File: src/rtl/npc_pkg.sv
// Shared types and constants for the nearest palette color search block.
// Used by npc_dist and the top level; has no dependencies of its own.
`default_nettype none

package npc_pkg;

    // Default palette depth; the top level hands its parameter down.
    localparam int PALETTE_DEPTH_DEF = 256;

    // Field widths.
    localparam int CH_W    = 8;
    localparam int COLOR_W = 3 * CH_W;
    localparam int IDX_W   = 8;
    localparam int SIZE_W  = 9;

    // An 8-bit index reaches this many slots.
    localparam int INDEX_SPAN = 2 ** IDX_W;

    // Squared distance over three channels: 3 * 255^2 fits in 18 bits.
    localparam int DIST_W = 18;

    // Command codes.
    localparam logic CMD_WRITE    = 1'b0;
    localparam logic CMD_CLASSIFY = 1'b1;

    // Sequencer states.
    typedef enum logic [1:0] {
        ST_IDLE,
        ST_SCAN,
        ST_DONE
    } state_t;

    // A palette read in flight toward the distance unit.
    typedef struct packed {
        logic             vld;
        logic [IDX_W-1:0] idx;
    } rd_tag_t;

    // Registered result of the distance unit.
    typedef struct packed {
        logic              vld;
        logic [IDX_W-1:0]  idx;
        logic [DIST_W-1:0] distance;
    } dist_word_t;

endpackage

`default_nettype wire

File: src/rtl/npc_dist.sv
// Shared distance unit: squared Euclidean distance of one palette entry
// to the pixel, one entry per cycle, registered. Depends on npc_pkg.
`default_nettype none

module npc_dist (
    input  wire logic                     clk,
    input  wire logic                     rst_n,
    input  wire npc_pkg::rd_tag_t         tag,
    input  wire logic [npc_pkg::COLOR_W-1:0] entry,
    input  wire logic [npc_pkg::COLOR_W-1:0] pixel,
    output npc_pkg::dist_word_t           result
);
    import npc_pkg::*;

    logic [CH_W-1:0]     ch_e [3];
    logic [CH_W-1:0]     ch_p [3];
    logic [CH_W-1:0]     diff [3];
    logic [2*CH_W-1:0]   sq   [3];
    logic [DIST_W-1:0]   dist_sum;
    logic                vld_reg;
    logic [IDX_W-1:0]    idx_reg;
    logic [DIST_W-1:0]   dist_reg;

    // Absolute difference and square per channel.
    always_comb
    begin
        for (int c = 0; c < 3; c++)
        begin
            ch_e[c] = entry[c*CH_W +: CH_W];
            ch_p[c] = pixel[c*CH_W +: CH_W];
            diff[c] = (ch_e[c] > ch_p[c]) ? (ch_e[c] - ch_p[c]) : (ch_p[c] - ch_e[c]);
            sq[c]   = diff[c] * diff[c];
        end
        dist_sum = DIST_W'(sq[0]) + DIST_W'(sq[1]) + DIST_W'(sq[2]);
    end

    // Valid flag of the output register.
    always_ff @(posedge clk or negedge rst_n)
    begin
        if (!rst_n)
        begin
            vld_reg <= 1'b0;
        end
        else
        begin
            vld_reg <= tag.vld;
        end
    end

    // Payload of the output register.
    always_ff @(posedge clk)
    begin
        idx_reg  <= tag.idx;
        dist_reg <= dist_sum;
    end

    assign result.vld      = vld_reg;
    assign result.idx      = idx_reg;
    assign result.distance = dist_reg;

endmodule

`default_nettype wire

File: config.mk
export PLATFORM = sky130hd
export DESIGN_NAME = npc_dist
export DESIGN_NICKNAME = d
export VERILOG_FILES = /design/src/rtl/npc_pkg.sv /design/src/rtl/npc_dist.sv
export SDC_FILE = /design/constraint.sdc
export NUM_CORES = 1
export LEC_CHECK = 0
export ABC_CLOCK_PERIOD_IN_PS = 800
export BUFFER_PORTS_ARGS = -buffer_cell sky130_fd_sc_hd__buf_2
export CAP_MARGIN = 30
export CORE_ASPECT_RATIO = 0.8
export CORE_MARGIN = 2
export CORE_UTILIZATION = 55
export CTS_CLUSTER_DIAMETER = 200
export DETAILED_ROUTE_END_ITERATION = 10
export MAX_ROUTING_LAYER = met4
export PLACE_DENSITY = 0.75
export SYNTH_ARGS = -nofsm -noshare
export SYNTH_HDL_FRONTEND = slang
export SYNTH_SLANG_ARGS = --single-unit
export TNS_END_PERCENT = 50
File: constraint.sdc
create_clock -name clk -period 0.8 [get_ports clk]
set_clock_uncertainty 0.05 [all_clocks]
set_input_delay 0.16 -clock clk [delete_from_list [all_inputs] [get_ports clk]]
set_output_delay 0.16 -clock clk [all_outputs]
set_load 0.02 [all_outputs]
==> summary.md, run 1 <==
| Metric | Value |
|---|---|
| Status | complete, but fails checks |
| Failing checks | negative setup slack |
| Worst slew pin tran | 410 ps |
| Setup Viol. Count Final | 45 |
| Startpoint type of the worst setup path | input port |
| Max-cap violations | 0 |
| CTS Buf Count | 3 |
| Critical Path Sink Type | register |
| Post-DP HPWL | 16200 um |
| Crit path DAT | 7420 ps |
| Worst setup path category | in2reg |
| Register Area | 576 um^2 |
| Cell family with most CP delay | adder cells |
| Max reg flops | 18 |
| Vias in the first global route | 7867 |
| Clock Pin Slew Worst Setup and Hold Paths | 80 ps |
| Worst path bufs/invs | 9 |
| Top FF cell, synth | dfxtp_1 |
| Initial core utilization | 56.0% |
| Root buffer cell | clkbuf_16 |
| Syn Area/Cell | 8.89 um^2 |
| Via count | 7568 |
| I/O pins | 86 |
| First-pass GRT wire length | 36500 um |
| Routed Wire Length | 24900 um |
| CTS Sinks | 27 |
| DR DRC count | 0 |
| Port bufs | 85 |
| Dpl ws | -6800 ps |
| Fillers | 751 |
| Ys Warns | 0 |
| Global-route met2 utilization | 54.3% |
| # nets final | 1537 |
| Crit Path Max Fanout | 4 |
| Slew headroom | 72.5% |
| Clk buf depth | 2 |
| Max Fclk | 137 MHz |
| RSZ-0062 raised after global routing | yes |
| Largest net degree at the start of global routing | 17 |
| EDFF count, synth | 0 |
| Mapped Nets | 1217 |
| GRT busiest layer | met2 |
| Grt ovf | 0 |
| Register area share after synthesis | 6.86% |
| ANT nets after route | 0 |
| CP max-delay cell | fa_1 |
| H-tree lvl count | 1 |
| Period utilization | 911% |
| Min-delay worst type | in2async |
| Die Y | 112 um |
| Ant diodes | 0 |
| Most used cell, CP | fa_1 |
| Worst stage delay on the critical path | 520 ps |
| Routability cong. | 0.901 |
| Wire per inst | 17.8 um |
| Asr flop ratio synth | 3.70% |
| Die X | 138 um |
| First-pass DRT Iterations | 7 |
| Met3 GRT Util | 3.10% |
| GRT Total Usage | 29.8% |
| Crit path required time | 930 ps |
| Most common cell after layout, fill and taps aside | inv_1 |
| Layout cells sized above 1 | 41.2% |
| Routed vias/inst | 5.41 |
| Cell Area, Synth | 0.00795 mm^2 |
| Total Die Area | 0.0154 mm^2 |
| Site Rows | 39 |
| Setup ws final | -6490 ps |
| Core area | 0.0142 mm^2 |
| Area Growth Syn to Fin | 46.1% |
| CTS tree | done |
| Synth unique cells | 56 |
| Area of the multi-input gates | 0.00716 mm^2 |
| Post-Synthesis Cells | 895 |
| Iter 0 DRT Violations | 689 |
| Commonest cells after routing, fill and taps aside | inv_1, buf_4, fa_1, ha_1, nor2_1 |
| Max-slew violations | 0 |
| Final Hold Vio Count | 0 |
| Initial antenna violation count | 0 |
| Fin crit period | 7290 ps |
| Met1 Track Usage GR | 35.8% |
| Synth Register Bits | 27 |
worst paths after layout:
kind | from | end | slack (ps) | cells after the start
worst max-delay path | entry[0] | dist_reg[15] | -6490 | 33
worst min-delay path | rst_n | vld_reg | 130 | 2
max in group asynchronous | rst_n | vld_reg | 480 | 2
min in group clk | tag[3] | idx_reg[3] | 460 | 2
metrics by stage:
stage / util (%) / TNS [ps] / cell area, um^2 / hold slack [ps] / cells
final: 81.8 / -96810 / 11600 / 133 / 1398
after detailed placement: 71.9 / -99350 / 10200 / -114 / 1348
after global placement: 71.9 / -97330 / 10200 / -116 / 1348
after global routing: 81.8 / -99750 / 11600 / 147 / 1398
after floorplan: - / -89160 / 8130 / -186 / 895
after CTS: 79.6 / -93690 / 11300 / 116 / 1387
what timing repair did:
item,4_1_cts,5_1_grt
hold buffers,10,0
endpoints found under the setup margin,45,45
setup buffers,27,15
pin swaps,55,41
resized for setup,177,55
endpoints found under the hold margin,10,0
cells by family (layout without fill, tap and decap cells):
logic type	Yosys count	in the layout	share of synthesized area, %
buffers and inverters	267	586	12.8
adder cells (fa/ha/maj)	263	263	54.5
AND/OR/NAND/NOR	179	179	11.0
AO/OA/AOI/OAI	105	105	8.64
XOR/XNOR	35	35	3.85
flip-flops	27	27	6.86
multiplexers	19	19	2.41
synthesized netlist by cell type, types with 2 or more instances:
| library cell | number | area share (%) |
|---|---|---|
| a211oi_1 | 3 | 0.28 |
| a21boi_0 | 2 | 0.19 |
| a21o_1 | 13 | 1.2 |
| a21oi_1 | 42 | 2.6 |
| a221oi_1 | 2 | 0.22 |
| a31oi_1 | 5 | 0.39 |
| and2_1 | 3 | 0.24 |
| and3_1 | 5 | 0.39 |
| buf_2 | 7 | 0.44 |
| clkbuf_1 | 11 | 0.52 |
| dfxtp_1 | 26 | 6.5 |
| fa_1 | 139 | 35 |
| ha_1 | 124 | 20 |
| inv_1 | 247 | 12 |
| mux2i_1 | 18 | 2.3 |
| nand2_1 | 18 | 0.85 |
| nand2_2 | 2 | 0.16 |
| nand2b_1 | 19 | 1.5 |
| nand3_1 | 8 | 0.50 |
| nand3b_1 | 3 | 0.28 |
| nand4_1 | 3 | 0.24 |
| nor2_1 | 81 | 3.8 |
| nor2b_1 | 10 | 0.79 |
| nor3_1 | 4 | 0.25 |
| o211ai_1 | 2 | 0.19 |
| o21ai_0 | 16 | 1.0 |
| o21bai_1 | 5 | 0.47 |
| or2_2 | 16 | 1.3 |
| xnor2_1 | 21 | 2.3 |
| xor2_1 | 14 | 1.5 |
layout make-up:
cell class,instances,area share [%]
Tap cell,184,1.98
Clock buffer,3,0.646
Sequential cell,27,4.95
Multi-Input combinational cell,601,61.6
Timing Repair Buffer,334,22.6
Inverter,248,8.14
Clock inverter,1,0.0646
layer usage:
layer  vias to the layer above  share of wire, %
met4                         0               4.9
met5                         -                 0
met3                       124               6.2
met2                       362                51
met1                      3726                38
li1                       3356                 -
Power of run 1 is not shown: default switching activity piles up to over one toggle a cycle in this logic, so the estimate is an artifact.
==> run 2: changes to the inputs <==
- ABC_AREA: unset -> 1
==> run 2 against run 1 <==
The run still ends with negative setup slack left. Die area is 8.4% higher. Hold slack worse by 8.9 ps. Setup slack gained 730 ps. Area after synthesis up 8.7%.
==> summary.md, run 2 <==
| Metric | Value |
|---|---|
| Area Growth Syn to Fin | 48.1% |
| Fin crit period | 6560 ps (-729 ps) |
| Max-cap violations | 0 (unchanged) |
| Layout cells sized above 1 | 42.1% (+0.96 points) |
| Proportion of synthesized area in mux cells | 0% (-2.4 points) |
| H-tree lvl count | 1 (unchanged) |
| Most common cell after layout, fill and taps aside | inv_1 |
| Register area share after synthesis | 6.31% (-0.55 points) |
| Top FF cell, synth | dfxtp_1 |
| Asr flop ratio synth | 3.70% (unchanged) |
| Slew headroom | 77.0% (+4.5 points) |
| Ant diodes | 0 (unchanged) |
| Failing checks | negative setup slack |
| Wire per inst | 17.8 um (-0.22%) |
| Met3 WL | 2250 um (+46%) |
| Mapped Nets | 1436 (+18%) |
| Top cell type by total area after synthesis | fa_1 |
| Routability cong. | 1.04 (+15%) |
| Post-synth top area share | 32.2% (-2.8 points) |
| Final Hold Vio Count | 0 (unchanged) |
| Cell family with most CP delay | adder cells |
| I/O pins | 86 (unchanged) |
| Area of the multi-input gates | 0.00801 mm^2 (+12%) |
| Iter 0 DRT Violations | 638 (-7.4%) |
| Via count | 8795 (+16%) |
| Compound-cell area share of the yosys netlist | 5.99% (-2.6 points) |
| Syn Area/Cell | 7.76 um^2 (-13%) |
| CTS Sinks | 27 (unchanged) |
| Setup ws final | -5760 ps (+729 ps) |
| Grt ovf | 0 (unchanged) |
| WL met1 | 10700 um (+14%) |
| Fillers | 839 (+12%) |
| Crit path required time | 930 ps (about the same) |
| Min-delay worst type | in2async |
| Worst stage delay on the critical path | 560 ps (+40 ps) |
| ANT nets after route | 0 (unchanged) |
| Post-DP HPWL | 19300 um (+19%) |
| Status | complete, but fails checks |
| Critical Path Sink Type | register |
| Max reg flops | 18 (unchanged) |
| Port bufs | 85 (unchanged) |
| CP startpoint | entry[1] |
| Core area | 0.0152 mm^2 (+7.1%) |
| Post-synthesis simple-gate area fraction | 19.8% (+8.8 points) |
| DR DRC count | 0 (unchanged) |
| Root buffer cell | clkbuf_16 |
| CP max-delay cell | fa_1 |
| Largest net degree at the start of global routing | 17 (unchanged) |
| Total Die Area | 0.0167 mm^2 (+8.4%) |
| Max-slew violations | 0 (unchanged) |
| Dpl ws | -5920 ps (+876 ps) |
| Crit path DAT | 6690 ps (-730 ps) |
| Routed vias/inst | 5.34 (-1.4%) |
| # nets final | 1761 (+15%) |
| Worst setup path category | in2reg |
| Ys Warns | 0 (unchanged) |
| CTS tree | done |
| Register Area | 577 um^2 (+0.22%) |
| First-pass GRT wire length | 42300 um (+16%) |
| Most used cell, CP | nand2_1 |
| Initial core utilization | 56.8% (+0.83 points) |
| Post-Synth XOR/XNOR Area | 3.04% (-0.82 points) |
| First-pass DRT Iterations | 5 (-2) |
| RSZ-0062 raised after global routing | yes |
| Setup Viol. Count Final | 45 (unchanged) |
| Post-synth top cells | inv_1, nand2_1, fa_1 |
| GRT Total Usage | 33.3% (+3.5 points) |
| EDFF count, synth | 0 (unchanged) |
| Adder-cell share of the synthesized area | 50.1% (-4.4 points) |
| Cell Area, Synth | 0.00865 mm^2 (+8.7%) |
| Cell Area, Placed | 0.0110 mm^2 (+8.0%) |
| Clock Pin Slew Worst Setup and Hold Paths | 80 ps (about the same) |
| Commonest cells after routing, fill and taps aside | inv_1, buf_4, nand2_1, fa_1, ha_1 |
| Worst path bufs/invs | 8 (-1) |
| Die Y | 116 um (+4.1%) |
| Max Fclk | 152 MHz (+11%) |
| Site Rows | 40 (+2.6%) |
| Largest family of logic cells by synthesized area | adder cells |
| Crit Path Max Fanout | 4 (unchanged) |
| Startpoint type of the worst setup path | input port |
| CTS Buf Count | 3 (unchanged) |
| WL met2 | 14500 um (+14%) |
| Most numerous cell in the Yosys netlist | inv_1 |
| Vias in the first global route | 9112 (+16%) |
| Synth unique cells | 39 (-30%) |
| Worst slew pin tran | 343 ps (-66.8 ps) |
| Initial antenna violation count | 0 (unchanged) |
| Clk buf depth | 2 (unchanged) |
| Post-Synthesis Cells | 1114 (+24%) |
| Top cells by area, synth | fa_1, ha_1, inv_1 |
| Worst hold slack | 125 ps (-8.93 ps) |
| Fin area | 0.0128 mm^2 (+10%) |
| Synth Register Bits | 27 (unchanged) |
| Routed Wire Length | 29300 um (+18%) |
| Period utilization | 820% (-91 points) |
| Die X | 144 um (+4.1%) |
| Highest Signal Layer | met4 |
run 2: cell types whose count changed after synthesis, moves of 8 or more:
cell	delta
or2_2	-14
xnor2_1	-8
nand2_4	+12
nand2b_1	-19
nand2_1	+176
mux2i_1	-18
nor2b_1	-10
clkbuf_1	-10
nand3_1	+29
nor2_1	+10
inv_1	+63
nand2_2	+21
run 2: timing repair:
action / 4_1_cts / 5_1_grt
cloned: 3 / 0
endpoints found under the setup margin: 45 / 45
buffers inserted: 23 / 16
pin swaps: 55 / 60
endpoints found under the hold margin: 10 / 0
hold buffers: 10 / 0
resized for setup: 241 / 99
run 2: cells by family after synthesis:
logic type / Yosys count
xor gates and xnor gates: 30
AOI/OAI and AO/OA: 84
buffers and inverters: 330
adders and majority gates: 263
DFF: 27
and+or+nand+nor: 380
run 2: routing by layer:
layer	vias to the layer above	global-route usage, %
li1	3941	-
met1	4174	38.7
met2	500	59.0
met3	180	5.41
met4	0	12.0
met5	-	-
run 2: area by class of cell:
type / instances / share of cell area, %
multi-input cells: 760 / 62.6
well taps: 210 / 2.05
clock buffers: 3 / 0.586
repair buffers: 328 / 20.5
flip-flops and latches: 27 / 4.51
inverters: 319 / 9.72
clock inverters: 1 / 0.0586
run 2: how the worst max path moves through the flow:
stage	endpoint	slack [ps]	cells after the start
after global placement	dist_reg[17]	-5790	33
after floorplan	dist_reg[14]	-5340	27
after global routing	dist_reg[16]	-5970	33
final	dist_reg[16]	-5760	33
after detailed placement	dist_reg[17]	-5920	33
after CTS	dist_reg[17]	-5440	30
run 2: stage by stage:
step	instances	utilization (%)	setup TNS (ps)
2_1_floorplan	1114	-	-78880
3_3_place_gp	1593	72.4	-86920
3_5_place_dp	1593	72.4	-88530
4_1_cts	1633	80.7	-83630
5_1_grt	1648	84.2	-90810
6_report	1648	84.2	-87910
Power of run 2 is left out for the same reason.
==> run 3: changes to the inputs <==
- BUFFER_PORTS_ARGS: -buffer_cell sky130_fd_sc_hd__buf_2 -> unset
- DONT_BUFFER_PORTS: unset -> 1
- PLACE_DENSITY: 0.75 -> 0.7
==> run 3 against run 2 <==
The flow still finishes with violations (negative setup slack). Die area did not move. Setup slack improved by 300 ps. Flip-flop and latch count did not move. Utilization fell by 5.3 points. Highest routed layer unchanged. Clock-buffer cell count did not move. Global-route usage fell by 6.1 points. First-iteration DRC count fell by 58%. Via count fell by 13%. Non-clock buffer count fell by 104.
==> summary.md, run 3 (same netlist as run 2, synthesis figures left out) <==
| Metric | Value |
|---|---|
| Status | complete, but fails checks |
| Failing checks | negative setup slack |
| Setup Viol. Count Final | 45 (unchanged) |
| Placed cell count | 1488 (-6.6%) |
| Crit path DAT | 6370 ps (-320 ps) |
| CTS tree | done |
| Wire per inst | 14.8 um (-17%) |
| First-pass GRT wire length | 35000 um (-17%) |
| Iter 0 DRT Violations | 265 (-58%) |
| H-tree lvl count | 1 (unchanged) |
| RSZ-0062 raised after global routing | yes |
| CP max-delay cell | fa_1 |
| Site Rows | 40 (unchanged) |
| Final non-filler cell total | 1544 (-6.3%) |
| Worst setup path category | in2reg |
| Slew headroom | 78.2% (+1.2 points) |
| Routed Wire Length | 22900 um (-22%) |
| Routability cong. | 0.934 (-10%) |
| Crit path required time | 920 ps (about the same) |
| Fillers | 1068 (+27%) |
| Ant diodes | 0 (unchanged) |
| Max reg flops | 18 (unchanged) |
| Setup ws final | -5460 ps (+303 ps) |
| Cell Area, Placed | 0.0104 mm^2 (-5.7%) |
| Most common cell after layout, fill and taps aside | inv_1 |
| ANT nets after route | 0 (unchanged) |
| Period utilization | 782% (-38 points) |
| First-pass DRT Iterations | 5 (unchanged) |
| Startpoint type of the worst setup path | input port |
| Routed vias/inst | 4.95 (-7.3%) |
| Worst stage delay on the critical path | 520 ps (-40 ps) |
| Max-cap violations | 0 (unchanged) |
| Worst hold slack | 62.7 ps (-61.9 ps) |
| Die X | 144 um (unchanged) |
| Critical Path Sink Type | register |
| Max-slew violations | 0 (unchanged) |
| CTS Buf Count | 3 (unchanged) |
| Fin crit period | 6260 ps (-303 ps) |
| TNS Setup | -81530 ps (+6370 ps) |
| Clk buf depth | 2 (unchanged) |
| Most used cell, CP | fa_1 |
| Max Fclk | 160 MHz (+4.8%) |
| Final Hold Vio Count | 0 (unchanged) |
| Die Y | 116 um (unchanged) |
| Grt ovf | 0 (unchanged) |
| Area Growth Syn to Fin | 38.8% |
| Via count | 7638 (-13%) |
| Initial antenna violation count | 0 (unchanged) |
| GRT Total Usage | 27.2% (-6.1 points) |
| CTS Sinks | 27 (unchanged) |
| Core area | 0.0152 mm^2 (unchanged) |
| Commonest cells after routing, fill and taps aside | inv_1, buf_4, nand2_1, fa_1, ha_1 |
| Post-DP HPWL | 17500 um (-9.1%) |
| Initial core utilization | 56.8% (unchanged) |
| # nets final | 1657 (-5.9%) |
| Total Die Area | 0.0167 mm^2 (unchanged) |
| Worst slew pin tran | 325 ps (-18.1 ps) |
| Largest net degree at the start of global routing | 16 (-1) |
| Fin area | 0.0120 mm^2 (-6.2%) |
| Min-delay worst type | in2async |
| Layout cells sized above 1 | 37.9% (-4.2 points) |
| Clock Pin Slew Worst Setup and Hold Paths | 80 ps (about the same) |
| Port bufs | 0 (-100%) |
| Vias in the first global route | 7679 (-16%) |
| Crit Path Max Fanout | 5 (+1) |
| I/O pins | 86 (unchanged) |
| DR DRC count | 0 (unchanged) |
| Root buffer cell | clkbuf_16 |
## run 3: path summary, 6_finish.rpt
check / start / endpoint / slack, ps / depth (start not counted)
max: entry[0] / dist_reg[16] / -5460 / 32
min: rst_n / vld_reg / 60 / 1
max in group asynchronous: rst_n / vld_reg / 500 / 1
min in group clk: pixel[8] / dist_reg[1] / 360 / 4
## run 3: what timing repair did
item | CTS | global route
endpoints found under the hold margin | 10 | 0
hold buffers | 10 | 0
buffers inserted | 12 | 30
gates resized for setup | 133 | 156
pin swaps | 20 | 96
setup endpoints to repair | 45 | 45
cloned | 2 | 1
## run 3: routing by layer
metal	up-vias	GRT usage, %	share of wire [%]
met5	-	-	0
met4	0	3.11	1.8
met3	38	2.54	4.5
met2	181	47.3	50
met1	3696	36.2	43
li1	3723	-	-
## run 3: worst max-delay path: cells and delay by family
| kind | cells | cell delay (ps) |
|---|---|---|
| fa+ha+maj | 10 | 4100 |
| simple gates | 11 | 1030 |
| buf+inv | 9 | 580 |
| compound gates | 2 | 470 |
## run 3: cell type report
| cell class | count | area, um^2 | area share [%] |
|---|---|---|---|
| inverter | 319 | 1270 | 10.6 |
| tap | 210 | 263 | 2.19 |
| clock buffer | 3 | 75.1 | 0.625 |
| clock inverter | 1 | 5.00 | 0.0417 |
| sequential | 27 | 609 | 5.08 |
| timing repair buffer | 224 | 1770 | 14.8 |
| multi-input combinational | 760 | 8000 | 66.7 |
## run 3: per-stage QoR
stage / setup WS, ps / util, %
2_1_floorplan: -5340 / -
5_1_grt: -5630 / 78.9
6_report: -5460 / 78.9
4_1_cts: -5290 / 73.1
3_5_place_dp: -5750 / 68.3
3_3_place_gp: -5720 / 68.3
Power of run 3 is left out for the same reason.
